===== config.mk =====
export PLATFORM = sky130hd
export DESIGN_NAME = process_block_pool_manager_flat
export DESIGN_NICKNAME = d
export VERILOG_FILES = /design/src/design/pbpm_pkg.sv /design/src/design/pbpm_if.sv /design/src/design/process_block_pool_manager.sv /design/src/flat_wrapper.sv
export SDC_FILE = /design/constraint.sdc
export NUM_CORES = 2
export LEC_CHECK = 0
export BUFFER_PORTS_ARGS = -buffer_cell sky130_fd_sc_hd__buf_4
export CAP_MARGIN = 20
export CORE_ASPECT_RATIO = 0.6
export CORE_MARGIN = 5
export CORE_UTILIZATION = 30
export CTS_BUF_LIST = sky130_fd_sc_hd__clkbuf_4 sky130_fd_sc_hd__clkbuf_8
export DETAILED_ROUTE_END_ITERATION = 12
export PLACE_DENSITY = 0.54
export SLEW_MARGIN = 20
export SYNTH_ARGS = -nofsm -noshare
export SYNTH_HDL_FRONTEND = slang
export SYNTH_SLANG_ARGS = --single-unit

===== constraint.sdc =====
create_clock -name i_clk -period 4.85 [get_ports i_clk]
set_input_delay 0.7275 -clock i_clk [delete_from_list [all_inputs] [get_ports i_clk]]
set_output_delay 0.7275 -clock i_clk [all_outputs]
set_load 0.03 [all_outputs]

===== src/design/pbpm_pkg.sv =====
package pbpm_pkg;

    localparam int unsigned MaxEntriesDefault = 32;
    localparam int unsigned NumQueuesDefault  = 8;

    localparam int unsigned ModeW   = 4;
    localparam int unsigned EntryW  = 5;
    localparam int unsigned QueueW  = 3;
    localparam int unsigned ParentW = 5;

    localparam logic [ModeW-1:0] MODE_ALLOC   = 4'd0;
    localparam logic [ModeW-1:0] MODE_FREE    = 4'd1;
    localparam logic [ModeW-1:0] MODE_ENQ     = 4'd2;
    localparam logic [ModeW-1:0] MODE_DEQ     = 4'd3;
    localparam logic [ModeW-1:0] MODE_REMOVE  = 4'd4;
    localparam logic [ModeW-1:0] MODE_PEEK    = 4'd5;
    localparam logic [ModeW-1:0] MODE_ADD_CH  = 4'd6;
    localparam logic [ModeW-1:0] MODE_POP_CH  = 4'd7;
    localparam logic [ModeW-1:0] MODE_UNL_CH  = 4'd8;

    typedef struct packed {
        logic [ModeW-1:0]   mode;
        logic [EntryW-1:0]  entry;
        logic [QueueW-1:0]  queue;
        logic [ParentW-1:0] parent;
    } t_req;

    typedef struct packed {
        logic [EntryW-1:0] result_entry;
        logic              result_valid;
        logic              queue_empty;
        logic              parent_childless;
    } t_rsp;

endpackage


===== src/design/pbpm_if.sv =====
interface pbpm_req_if;
    import pbpm_pkg::*;
    logic valid;
    logic ready;
    t_req data;
    modport source (output valid, output data, input ready);
    modport sink   (input valid, input data, output ready);
endinterface

interface pbpm_rsp_if;
    import pbpm_pkg::*;
    logic valid;
    logic ready;
    t_rsp data;
    modport source (output valid, output data, input ready);
    modport sink   (input valid, input data, output ready);
endinterface


===== src/design/process_block_pool_manager.sv =====
// Channel   | Direction | Handshake     | Payload
// i_req     | in        | valid/ready   | mode, entry, queue, parent
// o_rsp     | out       | valid/ready   | result_entry, result_valid, queue_empty,
//           |           |               | parent_childless
// A response is offered once the sequencer has run the steps of its mode, since the
// one read port of the link memory serves one sequencer step at a time; a removal walk
// passes S_RM_WK, S_RD and S_RM_W for each queue link it visits, up to MAX_ENTRIES links.
// Reset is synchronous and active low; per-entry valid bits give the null links and
// the descending free list without a sweep.
// A stalled sink blocks new requests; ready returns in the cycle after it takes the response.
module process_block_pool_manager #(
    parameter int unsigned MAX_ENTRIES = pbpm_pkg::MaxEntriesDefault,
    parameter int unsigned NUM_QUEUES  = pbpm_pkg::NumQueuesDefault
) (
    input  logic      i_clk,
    input  logic      i_rst_n,
    pbpm_req_if.sink   i_req,
    pbpm_rsp_if.source o_rsp
);
    import pbpm_pkg::*;

    // Links are wide enough to hold MAX_ENTRIES (one bit wider than an index when MAX_ENTRIES
    // is a power of two) so that the value MAX_ENTRIES encodes null, as does anything above it.
    localparam int unsigned IW = (MAX_ENTRIES > 1) ? $clog2(MAX_ENTRIES) : 1;
    localparam int unsigned LW = $clog2(MAX_ENTRIES + 1);
    localparam int unsigned QW = (NUM_QUEUES > 1) ? $clog2(NUM_QUEUES) : 1;
    localparam logic [LW-1:0] NIL = LW'(MAX_ENTRIES);
    localparam int unsigned SW = $clog2(MAX_ENTRIES + 1);

    // Field selects of one link word.
    localparam int unsigned F_NEXT = 0;
    localparam int unsigned F_PREV = 1;
    localparam int unsigned F_PAR  = 2;
    localparam int unsigned F_FC   = 3;
    localparam int unsigned F_SN   = 4;
    localparam int unsigned F_SP   = 5;

    localparam logic [4:0] S_IDLE   = 5'd0;
    localparam logic [4:0] S_DISP   = 5'd1;
    localparam logic [4:0] S_RD     = 5'd2;
    localparam logic [4:0] S_ALLOC  = 5'd3;
    localparam logic [4:0] S_ENQ_T  = 5'd4;
    localparam logic [4:0] S_ENQ_W  = 5'd5;
    localparam logic [4:0] S_HEAD   = 5'd6;
    localparam logic [4:0] S_RM_T   = 5'd7;
    localparam logic [4:0] S_RM_WK  = 5'd8;
    localparam logic [4:0] S_RM_E   = 5'd9;
    localparam logic [4:0] S_RM_W   = 5'd10;
    localparam logic [4:0] S_ADD_P  = 5'd11;
    localparam logic [4:0] S_ADD_W  = 5'd12;
    localparam logic [4:0] S_UNL_E  = 5'd13;
    localparam logic [4:0] S_UNL_P  = 5'd14;
    localparam logic [4:0] S_UNL_W  = 5'd15;
    localparam logic [4:0] S_FLAGS  = 5'd16;
    localparam logic [4:0] S_FLAGR  = 5'd17;
    localparam logic [4:0] S_OUT    = 5'd18;

    // Link memory: six link fields per entry. A register-array with a
    // per-field write enable; the block reads at most one entry per cycle.
    // Per-entry valid bits give the reset value without a sweep.
    typedef logic [6*LW-1:0] t_word;
    t_word            r_mem [MAX_ENTRIES];
    logic [MAX_ENTRIES-1:0] r_vld;
    logic [LW-1:0]    r_tail [NUM_QUEUES];

    logic [4:0]       r_st, n_st;
    t_req             r_req;
    t_rsp             r_rsp;
    logic             r_out_v;
    logic [LW-1:0]    r_free_top;

    // Scratch registers of the sequencer.
    logic [LW-1:0]    r_a, r_b, r_c, r_d;    // general link holders
    logic [SW-1:0]    r_steps;
    logic             r_found;
    logic             r_qe;
    logic [4:0]       r_ret;                 // state to take after a read

    // One read port: address register, registered data.
    logic [IW-1:0]    r_raddr;
    t_word            r_rdata;
    logic             r_rvld;
    logic             rd_en;
    logic [IW-1:0]    rd_addr;

    // Up to three field writes per cycle into different or same entries.
    logic             we0, we1, we2;
    logic [IW-1:0]    wa0, wa1, wa2;
    logic [5:0]       wm0, wm1, wm2;
    t_word            wd0, wd1, wd2;

    function automatic logic okl(input logic [LW-1:0] x);
        return x < NIL;
    endfunction

    function automatic logic [LW-1:0] fld(input t_word w, input int unsigned f);
        return w[f*LW +: LW];
    endfunction

    function automatic t_word put(input logic [LW-1:0] v, input int unsigned f);
        t_word w;
        w = '0;
        w[f*LW +: LW] = v;
        return w;
    endfunction

    // Read data with the reset value for never-touched entries.
    t_word rdw;
    always_comb begin
        if (r_rvld) begin
            rdw = r_rdata;
        end else begin
            rdw = {6{NIL}};
            if (r_raddr != '0) begin
                rdw[F_NEXT*LW +: LW] = LW'(r_raddr) - LW'(1);
            end
        end
    end

    logic          e_ok, p_ok, q_ok;
    logic [LW-1:0] e_l, p_l, qt;
    logic [IW-1:0] e_i, p_i;
    logic [QW-1:0] q_i;
    always_comb begin
        e_ok = 32'(r_req.entry) < MAX_ENTRIES;
        p_ok = 32'(r_req.parent) < MAX_ENTRIES;
        q_ok = 32'(r_req.queue) < NUM_QUEUES;
        e_l  = LW'(r_req.entry);
        p_l  = LW'(r_req.parent);
        e_i  = IW'(r_req.entry);
        p_i  = IW'(r_req.parent);
        q_i  = QW'(r_req.queue);
        qt   = q_ok ? r_tail[q_i] : NIL;
    end

    assign i_req.ready = (r_st == S_IDLE) && !r_out_v;
    assign o_rsp.valid = r_out_v;
    assign o_rsp.data  = r_rsp;

    logic             n_tail_we;
    logic [LW-1:0]    n_tail_v;
    logic [LW-1:0]    n_free_top;
    logic [LW-1:0]    n_a, n_b, n_c, n_d;
    logic [SW-1:0]    n_steps;
    logic             n_found, n_qe, n_out_v;
    logic [4:0]       n_ret;
    t_rsp             n_rsp;

    always_comb begin
        n_st = r_st; n_ret = r_ret;
        n_a = r_a; n_b = r_b; n_c = r_c; n_d = r_d;
        n_steps = r_steps; n_found = r_found; n_qe = r_qe;
        n_free_top = r_free_top; n_rsp = r_rsp; n_out_v = r_out_v;
        n_tail_we = 1'b0; n_tail_v = NIL;
        rd_en = 1'b0; rd_addr = '0;
        we0 = 1'b0; wa0 = '0; wm0 = '0; wd0 = '0;
        we1 = 1'b0; wa1 = '0; wm1 = '0; wd1 = '0;
        we2 = 1'b0; wa2 = '0; wm2 = '0; wd2 = '0;
        if (r_out_v && o_rsp.ready) n_out_v = 1'b0;

        unique case (r_st)
            S_IDLE: begin
                if (i_req.valid && i_req.ready) begin
                    n_st = S_DISP;
                    n_rsp = '0;
                end
            end
            S_DISP: begin
                n_found = 1'b0;
                unique case (r_req.mode)
                    MODE_ALLOC: begin
                        if (okl(r_free_top)) begin
                            rd_en = 1'b1; rd_addr = IW'(r_free_top);
                            n_st = S_RD; n_ret = S_ALLOC;
                        end else n_st = S_FLAGS;
                    end
                    MODE_FREE: begin
                        if (e_ok) begin
                            we0 = 1'b1; wa0 = e_i; wm0 = 6'b000001;
                            wd0 = put(r_free_top, F_NEXT);
                            n_free_top = e_l; n_found = 1'b1;
                        end
                        n_st = S_FLAGS;
                    end
                    MODE_ENQ: begin
                        if (e_ok && q_ok) begin
                            n_found = 1'b1;
                            if (!okl(qt)) begin
                                we0 = 1'b1; wa0 = e_i; wm0 = 6'b000011;
                                wd0 = put(e_l, F_NEXT) | put(e_l, F_PREV);
                                n_tail_we = 1'b1; n_tail_v = e_l;
                                n_st = S_FLAGS;
                            end else begin
                                rd_en = 1'b1; rd_addr = IW'(qt);
                                n_st = S_RD; n_ret = S_ENQ_T;
                            end
                        end else n_st = S_FLAGS;
                    end
                    MODE_DEQ, MODE_PEEK: begin
                        if (q_ok && okl(qt)) begin
                            rd_en = 1'b1; rd_addr = IW'(qt);
                            n_st = S_RD; n_ret = S_HEAD;
                        end else n_st = S_FLAGS;
                    end
                    MODE_REMOVE: begin
                        if (e_ok && q_ok && okl(qt)) begin
                            n_b = e_l;
                            rd_en = 1'b1; rd_addr = IW'(qt);
                            n_st = S_RD; n_ret = S_RM_T;
                        end else n_st = S_FLAGS;
                    end
                    MODE_ADD_CH: begin
                        if (e_ok && p_ok) begin
                            rd_en = 1'b1; rd_addr = p_i;
                            n_st = S_RD; n_ret = S_ADD_P;
                        end else n_st = S_FLAGS;
                    end
                    MODE_POP_CH: begin
                        if (p_ok) begin
                            rd_en = 1'b1; rd_addr = p_i;
                            n_st = S_RD; n_ret = S_UNL_E;
                            n_d = 1'b0 ? NIL : NIL;
                            n_c = NIL;  // marks "first child still to fetch"
                        end else n_st = S_FLAGS;
                    end
                    MODE_UNL_CH: begin
                        if (e_ok) begin
                            n_b = e_l;
                            rd_en = 1'b1; rd_addr = e_i;
                            n_st = S_RD; n_ret = S_UNL_P;
                        end else n_st = S_FLAGS;
                    end
                    default: n_st = S_FLAGS;
                endcase
            end
            S_RD: n_st = r_ret;
            S_ALLOC: begin
                n_free_top = fld(rdw, F_NEXT);
                we0 = 1'b1; wa0 = IW'(r_free_top); wm0 = 6'b111111;
                wd0 = {6{NIL}};
                n_rsp.result_entry = EntryW'(r_free_top); n_found = 1'b1;
                n_st = S_FLAGS;
            end
            S_ENQ_T: begin
                // rdw is the tail; head = next of tail.
                n_a = fld(rdw, F_NEXT);
                we0 = 1'b1; wa0 = e_i; wm0 = 6'b000011;
                wd0 = put(fld(rdw, F_NEXT), F_NEXT) | put(qt, F_PREV);
                we1 = 1'b1; wa1 = IW'(qt); wm1 = 6'b000001;
                wd1 = put(e_l, F_NEXT);
                n_st = S_ENQ_W;
            end
            S_ENQ_W: begin
                if (okl(r_a)) begin
                    we0 = 1'b1; wa0 = IW'(r_a); wm0 = 6'b000010;
                    wd0 = put(e_l, F_PREV);
                end
                n_tail_we = 1'b1; n_tail_v = e_l;
                n_st = S_FLAGS;
            end
            S_HEAD: begin
                if (okl(fld(rdw, F_NEXT))) begin
                    if (r_req.mode == MODE_PEEK) begin
                        n_rsp.result_entry = EntryW'(fld(rdw, F_NEXT));
                        n_found = 1'b1;
                        n_st = S_FLAGS;
                    end else begin
                        n_b = fld(rdw, F_NEXT);
                        rd_en = 1'b1; rd_addr = IW'(qt);
                        n_st = S_RD; n_ret = S_RM_T;
                    end
                end else n_st = S_FLAGS;
            end
            S_RM_T: begin
                // rdw is the tail; r_b is the target.
                if (fld(rdw, F_NEXT) == qt) begin
                    if (qt == r_b) begin
                        rd_en = 1'b1; rd_addr = IW'(r_b);
                        n_st = S_RD; n_ret = S_RM_E;
                    end else n_st = S_FLAGS;
                end else if (r_b == qt) begin
                    rd_en = 1'b1; rd_addr = IW'(r_b);
                    n_st = S_RD; n_ret = S_RM_E;
                end else begin
                    n_a = fld(rdw, F_NEXT); n_steps = '0;
                    n_st = S_RM_WK;
                end
            end
            S_RM_WK: begin
                // One link per pass: test r_a, else read its next link.
                if (okl(r_a) && r_a != qt && r_a != r_b
                        && 32'(r_steps) < MAX_ENTRIES) begin
                    rd_en = 1'b1; rd_addr = IW'(r_a);
                    n_st = S_RD; n_ret = S_RM_W;
                end else if (r_a == r_b) begin
                    rd_en = 1'b1; rd_addr = IW'(r_b);
                    n_st = S_RD; n_ret = S_RM_E;
                end else n_st = S_FLAGS;
            end
            S_RM_W: begin
                n_a = fld(rdw, F_NEXT);
                n_steps = r_steps + SW'(1);
                n_st = S_RM_WK;
            end
            S_RM_E: begin
                // rdw is the removed entry r_b. Its own links are cleared in the same cycle as
                // the neighbors are joined, with that clear merged last.
                if (fld(rdw, F_NEXT) == r_b && qt == r_b) begin
                    n_tail_we = 1'b1; n_tail_v = NIL;
                end else begin
                    if (okl(fld(rdw, F_PREV))) begin
                        we1 = 1'b1; wa1 = IW'(fld(rdw, F_PREV)); wm1 = 6'b000001;
                        wd1 = put(fld(rdw, F_NEXT), F_NEXT);
                    end
                    if (okl(fld(rdw, F_NEXT))) begin
                        we0 = 1'b1; wa0 = IW'(fld(rdw, F_NEXT)); wm0 = 6'b000010;
                        wd0 = put(fld(rdw, F_PREV), F_PREV);
                    end
                    if (r_b == qt) begin
                        n_tail_we = 1'b1; n_tail_v = fld(rdw, F_PREV);
                    end
                end
                we2 = 1'b1; wa2 = IW'(r_b); wm2 = 6'b000011; wd2 = {6{NIL}};
                n_rsp.result_entry = EntryW'(r_b); n_found = 1'b1;
                n_st = S_FLAGS;
            end
            S_ADD_P: begin
                n_a = fld(rdw, F_FC);
                we0 = 1'b1; wa0 = e_i; wm0 = 6'b110100;
                wd0 = put(p_l, F_PAR) | put(okl(fld(rdw, F_FC)) ? fld(rdw, F_FC) : NIL, F_SN)
                    | put(NIL, F_SP);
                we1 = 1'b1; wa1 = p_i; wm1 = 6'b001000;
                wd1 = put(e_l, F_FC);
                n_st = S_ADD_W;
            end
            S_ADD_W: begin
                // The new child has no left sibling, even when it was the old first child.
                if (okl(r_a) && r_a != e_l) begin
                    we0 = 1'b1; wa0 = IW'(r_a); wm0 = 6'b100000;
                    wd0 = put(e_l, F_SP);
                end
                n_found = 1'b1;
                n_st = S_FLAGS;
            end
            S_UNL_E: begin
                // Pop: rdw is the parent; fetch its first child.
                if (okl(fld(rdw, F_FC))) begin
                    n_b = fld(rdw, F_FC);
                    rd_en = 1'b1; rd_addr = IW'(fld(rdw, F_FC));
                    n_st = S_RD; n_ret = S_UNL_P;
                end else n_st = S_FLAGS;
            end
            S_UNL_P: begin
                // rdw is the child r_b; keep its links, read the parent.
                n_c = fld(rdw, F_SN); n_d = fld(rdw, F_SP); n_a = fld(rdw, F_PAR);
                if (okl(fld(rdw, F_PAR))) begin
                    rd_en = 1'b1; rd_addr = IW'(fld(rdw, F_PAR));
                    n_st = S_RD; n_ret = S_UNL_W;
                end else n_st = S_FLAGS;
            end
            S_UNL_W: begin
                // The parent's first-child update and the left sibling may hit
                // the same entry only when the parent is also the sibling,
                // which the field masks keep apart.
                if (fld(rdw, F_FC) == r_b) begin
                    we0 = 1'b1; wa0 = IW'(r_a); wm0 = 6'b001000;
                    wd0 = put(r_c, F_FC);
                end
                if (okl(r_d)) begin
                    we1 = 1'b1; wa1 = IW'(r_d); wm1 = 6'b010000;
                    wd1 = put(r_c, F_SN);
                end
                if (okl(r_c)) begin
                    we2 = 1'b1; wa2 = IW'(r_c); wm2 = 6'b100000;
                    wd2 = put(r_d, F_SP);
                end
                n_rsp.result_entry = EntryW'(r_b); n_found = 1'b1;
                n_st = S_FLAGS;
            end
            S_FLAGS: begin
                n_qe = !q_ok || !okl(qt);
                rd_en = 1'b1; rd_addr = p_i;
                n_st = S_RD; n_ret = S_FLAGR;
            end
            S_FLAGR: begin
                n_rsp.result_valid     = r_found;
                if (!r_found) n_rsp.result_entry = '0;
                n_rsp.queue_empty      = r_qe;
                n_rsp.parent_childless = !p_ok || !okl(fld(rdw, F_FC));
                n_st = S_OUT;
            end
            S_OUT: begin
                n_out_v = 1'b1;
                n_st = S_IDLE;
            end
            default: n_st = S_IDLE;
        endcase
    end

    // Unlink of an entry still needing its own links cleared.
    logic clr_child;
    assign clr_child = (r_st == S_UNL_W);

    always_ff @(posedge i_clk) begin
        if (!i_rst_n) begin
            r_st <= S_IDLE;
            r_out_v <= 1'b0;
            r_free_top <= LW'(MAX_ENTRIES - 1);
            r_vld <= '0;
            r_rvld <= 1'b0;
            for (int q = 0; q < NUM_QUEUES; q++) r_tail[q] <= NIL;
        end else begin
            r_st <= n_st;
            r_out_v <= n_out_v;
            r_free_top <= n_free_top;
            if (n_tail_we) r_tail[q_i] <= n_tail_v;
            if (rd_en) r_rvld <= r_vld[rd_addr];
            if (we0) r_vld[wa0] <= 1'b1;
            if (we1) r_vld[wa1] <= 1'b1;
            if (we2) r_vld[wa2] <= 1'b1;
            if (clr_child) r_vld[IW'(r_b)] <= 1'b1;
        end
    end

    // Memory writes merge the old word (or its reset value) under the masks.
    function automatic t_word rst_word(input int unsigned i);
        t_word w;
        w = {6{NIL}};
        if (i != 0) w[F_NEXT*LW +: LW] = LW'(i - 1);
        return w;
    endfunction

    always_ff @(posedge i_clk) begin
        for (int i = 0; i < MAX_ENTRIES; i++) begin
            t_word cur;
            cur = r_vld[i] ? r_mem[i] : rst_word(i);
            for (int f = 0; f < 6; f++) begin
                if (we0 && wa0 == IW'(i) && wm0[f]) cur[f*LW +: LW] = wd0[f*LW +: LW];
                if (we1 && wa1 == IW'(i) && wm1[f]) cur[f*LW +: LW] = wd1[f*LW +: LW];
                if (we2 && wa2 == IW'(i) && wm2[f]) cur[f*LW +: LW] = wd2[f*LW +: LW];
            end
            if (clr_child && r_b == LW'(i)) begin
                cur[F_PAR*LW +: LW] = NIL;
                cur[F_SN*LW +: LW]  = NIL;
                cur[F_SP*LW +: LW]  = NIL;
            end
            r_mem[i] <= cur;
        end
        if (rd_en) begin
            r_rdata <= r_mem[rd_addr];
            r_raddr <= rd_addr;
        end
        if (i_req.valid && i_req.ready) r_req <= i_req.data;
        r_ret <= n_ret;
        r_a <= n_a; r_b <= n_b; r_c <= n_c; r_d <= n_d;
        r_steps <= n_steps; r_found <= n_found; r_qe <= n_qe;
        r_rsp <= n_rsp;
    end

`ifndef ASSERT_OFF
    // A response is never raised while the sequencer is busy.
    assert property (@(posedge i_clk) disable iff (!i_rst_n)
        r_out_v |-> r_st == S_IDLE)
        else $error("response pending while busy");
    // An invalid result carries a zero entry.
    assert property (@(posedge i_clk) disable iff (!i_rst_n)
        (r_out_v && !r_rsp.result_valid) |-> r_rsp.result_entry == '0)
        else $error("invalid result with nonzero entry");
    // The removal walk never exceeds the pool size.
    assert property (@(posedge i_clk) disable iff (!i_rst_n)
        r_st == S_RM_W |-> 32'(r_steps) < MAX_ENTRIES)
        else $error("walk overran");
`endif

endmodule

===== src/flat_wrapper.sv =====
// flat-port wrapper written by rule: the top's interface ports become plain ports
module process_block_pool_manager_flat import pbpm_pkg::*;
#(
    parameter int unsigned MAX_ENTRIES = pbpm_pkg::MaxEntriesDefault,
    parameter int unsigned NUM_QUEUES  = pbpm_pkg::NumQueuesDefault
)
  (i_clk, i_rst_n, i_req_valid, i_req_data, i_req_ready, o_rsp_valid, o_rsp_data, o_rsp_ready);
  pbpm_req_if i_req_i ();
  pbpm_rsp_if o_rsp_i ();
  input  logic i_clk;
  input  logic i_rst_n;
  input wire logic [$bits(i_req_i.valid)-1:0] i_req_valid;
  input wire logic [$bits(i_req_i.data)-1:0] i_req_data;
  output wire logic [$bits(i_req_i.ready)-1:0] i_req_ready;
  output wire logic [$bits(o_rsp_i.valid)-1:0] o_rsp_valid;
  output wire logic [$bits(o_rsp_i.data)-1:0] o_rsp_data;
  input wire logic [$bits(o_rsp_i.ready)-1:0] o_rsp_ready;
  assign i_req_i.valid = i_req_valid;
  assign i_req_i.data = i_req_data;
  assign i_req_ready = i_req_i.ready;
  assign o_rsp_valid = o_rsp_i.valid;
  assign o_rsp_data = o_rsp_i.data;
  assign o_rsp_i.ready = o_rsp_ready;
  process_block_pool_manager #(.MAX_ENTRIES(MAX_ENTRIES), .NUM_QUEUES(NUM_QUEUES)) u_core (.i_clk(i_clk), .i_rst_n(i_rst_n), .i_req(i_req_i), .o_rsp(o_rsp_i));
endmodule

[Word-level counts from Yosys, hierarchy flattened]
Memories as Yosys holds them, arrays and structs flattened. A register that Yosys moved wholly into a read port is not among the register bits.
Cells that the tools add are included.
Cells by class
  add/subtract/negate cells: 2
  $mul: 0
  divide/modulo/power cells: 0
  $lt $le $gt $ge: 19
  equality and inequality tests: 371
  shift-type cells: 0
  mux-type cells: 848
  bitwise operators: 7
  reduce and logical (&&, ||, !) cells: 757
Operator list (number)
  $mux 6: 630
  $mux 36: 37
  $logic_and 1x1->1: 716
  $ne 5x5->1 const B: 96
  $mux 12: 33
  $ne 4x4->1 const B: 96
  $pmux 36 s8: 1
  $eq 5x5->1 const B: 51
  $mux 5: 49
  $mux 32: 7
  $eq 5x4->1 const B: 32
  $pmux 36 s2: 2
  $pmux 36 s4: 1
  $pmux 5 s7: 4
  $or 32x32->32: 4
  $eq 6x5->1 const B: 16
  $pmux 6 s2: 7
  $eq 5x3->1 const B: 16
  $pmux 5 s14: 1
  $lt 6x6->1 const B: 10
  $eq 6x4->1 const B: 8
  $pmux 6 s4: 2
  $pmux 6 s8: 1
  $eq 5x2->1 const B: 8
  64 further kinds: 176
Storage, ports and cells
  register bits after elaboration: 112
  latch bits: 0
  RAM bits: 1200
  ROM bits: 0
  input port bits: 21
  output and inout port bits: 10
  memories kept: 2
Memory list
  u_core.r_mem: words 32, width 36, read ports 1, clocked after memory_dff 1, wr ports 32, RTL line process_block_pool_manager.sv:62  | t_word r_mem [MAX_ENTRIES];
  u_core.r_tail: words 8, width 6, read ports 1, clocked after memory_dff 1, wr ports 8, RTL line process_block_pool_manager.sv:64  | logic [LW-1:0] r_tail [NUM_QUEUES];

[Longest topological paths before layout]
  word-level depth: 22
  gate-level depth with buffers: 17
  depth with buffers taken out: 14

[Worst setup path after synthesis]
No wires, ideal clock.
  path type: reg2reg
  start point: register u_core.r_raddr[2]
  end point: memory u_core.r_mem[22][0] (netlist name), enable pin
  library setup time: 373 ps
  arrival: 3780 ps
  data required time: 4477 ps
  setup slack: 697 ps
  stages on the path, launching flop included: 14
  buffers on the path: 3
  clock period less this slack: 4153 ps
  cells stage by stage: edfxtp_1 -> or4_1 -> a211oi_2 -> or3_1 -> and4b_1 -> nand4_1 -> o211ai_1 -> o21ai_0 -> buf_2 -> nor3_1 -> nand2_1 -> clkbuf_1 -> clkbuf_1 -> o2111ai_1
RTL lines
  from (decl): RTL line process_block_pool_manager.sv:80  | logic [IW-1:0] r_raddr;
  from (signal assigned): RTL line process_block_pool_manager.sv:451  | r_raddr <= rd_addr;
  to (decl): RTL line process_block_pool_manager.sv:62

==> impl.org <==
** Run status
- The flow ran to the end, and the final reports show no timing, DRC or antenna violations.

** Power and ir drop
- Power spread over the standard cell area amounts to 344 nW/um^2.
- Of the total power, the share spent switching nets is 0.321.
- Sequential share of power :: 0.449
- The internal power of the cells totals 20.2 mW.
- Of the total power, the clock network draws 0.354.
- In this run the static leakage power is 32.8 nW.
- Switching power total :: 9.59 mW
- Combinational power share :: 0.197
- Maximum resistive drop on vdd :: 0.199 mV

** Drt
- Via-to-Cell Ratio :: 6.27
- DRC viols :: 0
- For this block, the via count after detailed routing is 68.6k.
- Summed over all layers, the routed wires come to 418,000 um.
- The pre-antenna-repair detailed-routing pass consisted of 7 iterations.
- Antenna viol nets, final :: 0
- Dividing the detail-routed wire length by the instance count gives 38.2 um.
- In this run, the number of DRC markers left after iteration 0 of detailed routing was 12.9k.

** Timing
- Final Hold Vio Count :: 0
- Count of final max-slew check failures :: 0
- Measured against its own limit, the worst slew margin works out to 0.0767.
- Clock skew on the completed layout was measured at 0.0790 ns.
- Summed over all failing endpoints, the final setup total negative slack is 0 ns.
- For the pin with the worst max-slew slack, the measured transition is 1.38 ns.
- Unrepaired setup endpoints after global routing :: false
- Setup violations remaining at the end of the flow were counted as 0.
- Derived from the worst setup path, the maximum achievable clock frequency is 0.207 GHz.
- Post-layout min period :: 4.83 ns
- Setup ws final :: 0.0171 ns
- Hold Worst Slack :: 0.129 ns
- Share of the cycle needed by the critical path after routing :: 0.996

** CTS
- TritonCTS clock tree :: built
- Clock-pin slew was measured on the worst setup and hold paths at 0.07 ns.
- Insertion delay of the later-clocked pin in the worst-skew pair :: 1.01 ns
- For this design, the sink count on the clock tree is 1,351.
- Clk buf depth :: 4
- Cell at the root of the clock tree :: clkbuf_8
- The clock tree synthesis step divided the H-tree into 4 levels.
- Number of buffers inserted during clock tree synthesis :: 218

** Synthesis
- Top cell type by total area after synthesis :: edfxtp_1
- Number of flip-flops and latches in the synthesized netlist :: 1,351
- For this run, asynchronously set or reset flops after synthesis account for 0.
- Sequential fraction of the synthesis area :: 0.565
- In the synthesized netlist, the number of instances is 6,929.
- After synthesis, the cell types taking the most area are edfxtp_1, nand2_1, mux2i_1.
- The Yosys step of the flow raised 0 warnings.
- The share of synthesized area in the top cell type comes to 0.552.
- Number of different library cells in the post-synthesis netlist :: 94
- Post-Synthesis Cell Area :: 70,900 sq um
- The number of nets handed over by synthesis was 6,952.
- Among all flip-flop cells after synthesis, the most frequent one is edfxtp_1.
- Number of enable flip-flop cells after synthesis :: 1,303
- Mean instance size in the synthesized netlist :: 10.2 sq um

** Layout
- After routing the design area is 86,700 sq um.
- Fin nets :: 7,621
- Share of post-route cells with drive strength above 1 :: 0.210
- # fillers :: 23.7k
- Total area of multi-input combinational cells :: 28,700 sq um
- Compared with the post-synthesis result, the final layout area differs by 22.3%.
- Core utilization of the finished layout :: 0.368
- Register area :: 40,100 sq um

** Worst setup path
- Critical Path Source Type :: register
- CP Capture Type :: register
- Worst reg2reg endpoint :: u_core.r_mem[7][8]
- Along the worst path, the maximum fanout reaches 15.
- Measured in cells, the most critical reg-to-reg path has a length of 12.
- The startpoint identified for the worst register-to-register timing path is u_core.r_st[2].
- Worst setup path end :: u_core.r_mem[7][8]
- The setup path with the least slack is of type register to register.
- Arrival time worst endpoint :: 5.52 ns
- Critical Path RT :: 5.53 ns
- Across all register-to-register paths, the minimum setup slack is 0.02 ns.
- Start point of the critical path :: u_core.r_st[2]

** GRT
- Global-route wire length before repair :: 553,000 um
- After global routing the overflow that remains totals 0.
- For this run, the total global-route usage over all layers was measured as 0.325.
- Antenna violations before repair :: 48
- Largest net degree at the start of global routing :: 88
- Vias in the first global route :: 62.2k

** Floorplan
- The die covers 247,000 sq um.
- Number of placement rows :: 138
- During I/O placement, the number of pins put on the boundary was 31.
- The initial utilization of the core area, before any placement, comes to 0.301.
- The floorplan step set the die width to 638 um.
- Area of the core :: 236,000 sq um
- Die boundary height :: 387 um

** Placed design
- Port Buffers :: 30
- Post-detail-place hpwl :: 316,000 um
- Weighted congestion reported at the end of routability-driven placement :: 1.09
- Timing analysis after detailed placement gives a worst setup slack of -0.0326 ns.
- Placed Area :: 81,900 sq um

** Worst hold path
- The path class of the tightest hold or removal check is input port to register.
- In this run the most critical hold path is launched from i_rst_n.

** Job
- Max-cap violations in this run came to 0.
## cells in the final DEF, fill, tap and decap left out, types with 17 or more instances in the layout
| master | Yosys | layout |
|---|---|---|
| and4_1 | 38 | 36 |
| o211ai_1 | 196 | 196 |
| edfxtp_1 | 1303 | 1303 |
| inv_1 | 25 | 24 |
| o21ai_0 | 214 | 213 |
| nor2_2 | 7 | 21 |
| nand4_1 | 60 | 60 |
| clkinv_1 | 3 | 54 |
| buf_12 | 0 | 114 |
| nand2b_1 | 25 | 25 |
| nor3_1 | 62 | 51 |
| dlygate4sd3_1 | 0 | 17 |
| diode_2 | 0 | 32 |
| and2_1 | 46 | 45 |
| o32ai_1 | 18 | 18 |
| buf_4 | 5 | 932 |
| dfxtp_1 | 48 | 44 |
| o221ai_1 | 32 | 31 |
| a31oi_1 | 50 | 50 |
| a21oi_1 | 188 | 187 |
| mux2i_1 | 361 | 360 |
| nand2_1 | 1273 | 1269 |
| nand3_1 | 592 | 590 |
| a221o_1 | 31 | 29 |
| nor2_1 | 679 | 658 |
| xnor2_1 | 20 | 20 |
| a221oi_1 | 50 | 43 |
| a22oi_1 | 45 | 45 |
| mux2_2 | 113 | 113 |
| o22ai_1 | 441 | 441 |
| and3_1 | 23 | 22 |
| clkinv_2 | 0 | 35 |
| o2111ai_1 | 90 | 87 |
| a41oi_1 | 17 | 17 |
| clkbuf_4 | 0 | 54 |
| clkbuf_8 | 0 | 221 |
## layout make-up
cell class | count | area share
clock buffer | 274 | 0.0397
antenna | 32 | 0.000923
inverter | 29 | 0.00140
sequential | 1351 | 0.462
multi-input combinational | 4929 | 0.330
timing repair buffer | 1069 | 0.110
tap | 3150 | 0.0454
clock inverter | 112 | 0.0103
## stage by stage
step	std cells	power (mW)
2_1_floorplan	6929	16.4
3_3_place_gp	10500	19.2
3_5_place_dp	10500	19.2
4_1_cts	10900	29.6
5_1_grt	10900	30.6
6_report	10900	29.8
## synth_stat cells, types with 16 or more instances
library cell	n
and4_1	38
o21ai_0	214
a21oi_1	188
mux2i_1	361
a22oi_1	45
o2111ai_1	90
clkbuf_1	456
nand2b_1	25
and3_1	23
o32ai_1	18
inv_1	25
and2_1	46
nand3_1	592
a31oi_1	50
nor4_1	16
edfxtp_1	1303
buf_2	103
o211ai_1	196
buf_1	54
a41oi_1	17
a221o_1	31
a221oi_1	50
nor3_1	62
nor2_1	679
dfxtp_1	48
xnor2_1	20
mux2_2	113
o221ai_1	32
o22ai_1	441
nand2_1	1273
nand4_1	60
## routing by layer
layer,routed length (um),GRT usage,part of all wire,vias to the layer above
met5,134,0,0.00032,-
met4,16400,0.105,0.039,20
met3,74100,0.176,0.18,884
met2,145000,0.384,0.35,5835
met1,182000,0.484,0.44,34300
li1,-,-,-,27600
## worst min-delay path by stage
stage | to | depth (start not counted)
2_1_floorplan | u_core.r_free_top[5] | 2
3_3_place_gp | u_core.r_free_top[5] | 2
3_5_place_dp | u_core.r_free_top[5] | 2
4_1_cts | u_core.r_free_top[4] | 2
5_1_grt | u_core.r_free_top[0] | 2
6_report | u_core.r_free_top[4] | 2
## critical path: stages (launching register included)
cell and delay [ns]:
dfxtp_2 0.53, buf_4 0.28, nand3_1 0.20, buf_4 0.24, nor2_2 0.50, nand2_1 0.11, o21ai_1 0.37, nand3_1 0.53
buf_4 0.35, nor3_2 0.58, buf_4 0.32, or3_1 0.41, nor2_1 0.10
## repair_timing
action	4_1_cts	5_1_grt
hold buffers	17	0
pin swaps	0	2
setup endpoints to repair	17	285
buffers inserted	0	5
hold endpoints to repair	20	0
gates resized for setup	5	39
## kinds of logic after synthesis
| kind of cell | share of synthesized area |
|---|---|
| AOI/OAI and AO/OA | 0.146 |
| xor gates and xnor gates | 0.00420 |
| adders and majority gates | 0.000353 |
| buffers and inverters | 0.0365 |
| DFF | 0.565 |
| muxes | 0.0690 |
| and+or+nand+nor | 0.179 |
## flip-flops by register name (all words and copies together), names as in the netlist, named ones only
name and count:
u_core.e_i 5, u_core.o_rsp.data 8, u_core.o_rsp.valid 1, u_core.p_i 5, u_core.q_i 3, u_core.r_a 6, u_core.r_b 6, u_core.r_c 6
u_core.r_d 6, u_core.r_found 1, u_core.r_free_top 6, u_core.r_mem 1152, u_core.r_qe 1, u_core.r_raddr 5, u_core.r_rdata 36, u_core.r_req 4
u_core.r_ret 5, u_core.r_rvld 1, u_core.r_st 5, u_core.r_steps 6, u_core.r_tail 48, u_core.r_vld 32
## power groups by stage
stage                     registers (mW)  clock network, mW  logic, mW
after CTS                           13.4               10.6       5.60
after global routing                13.4               11.2       6.03
after floorplan                     13.4                  0       3.02
final                               13.4               10.6       5.88
after detailed placement            13.6                  0       5.58
after global placement              13.6                  0       5.55
Note: power is estimated with default switching activity, not from simulation.
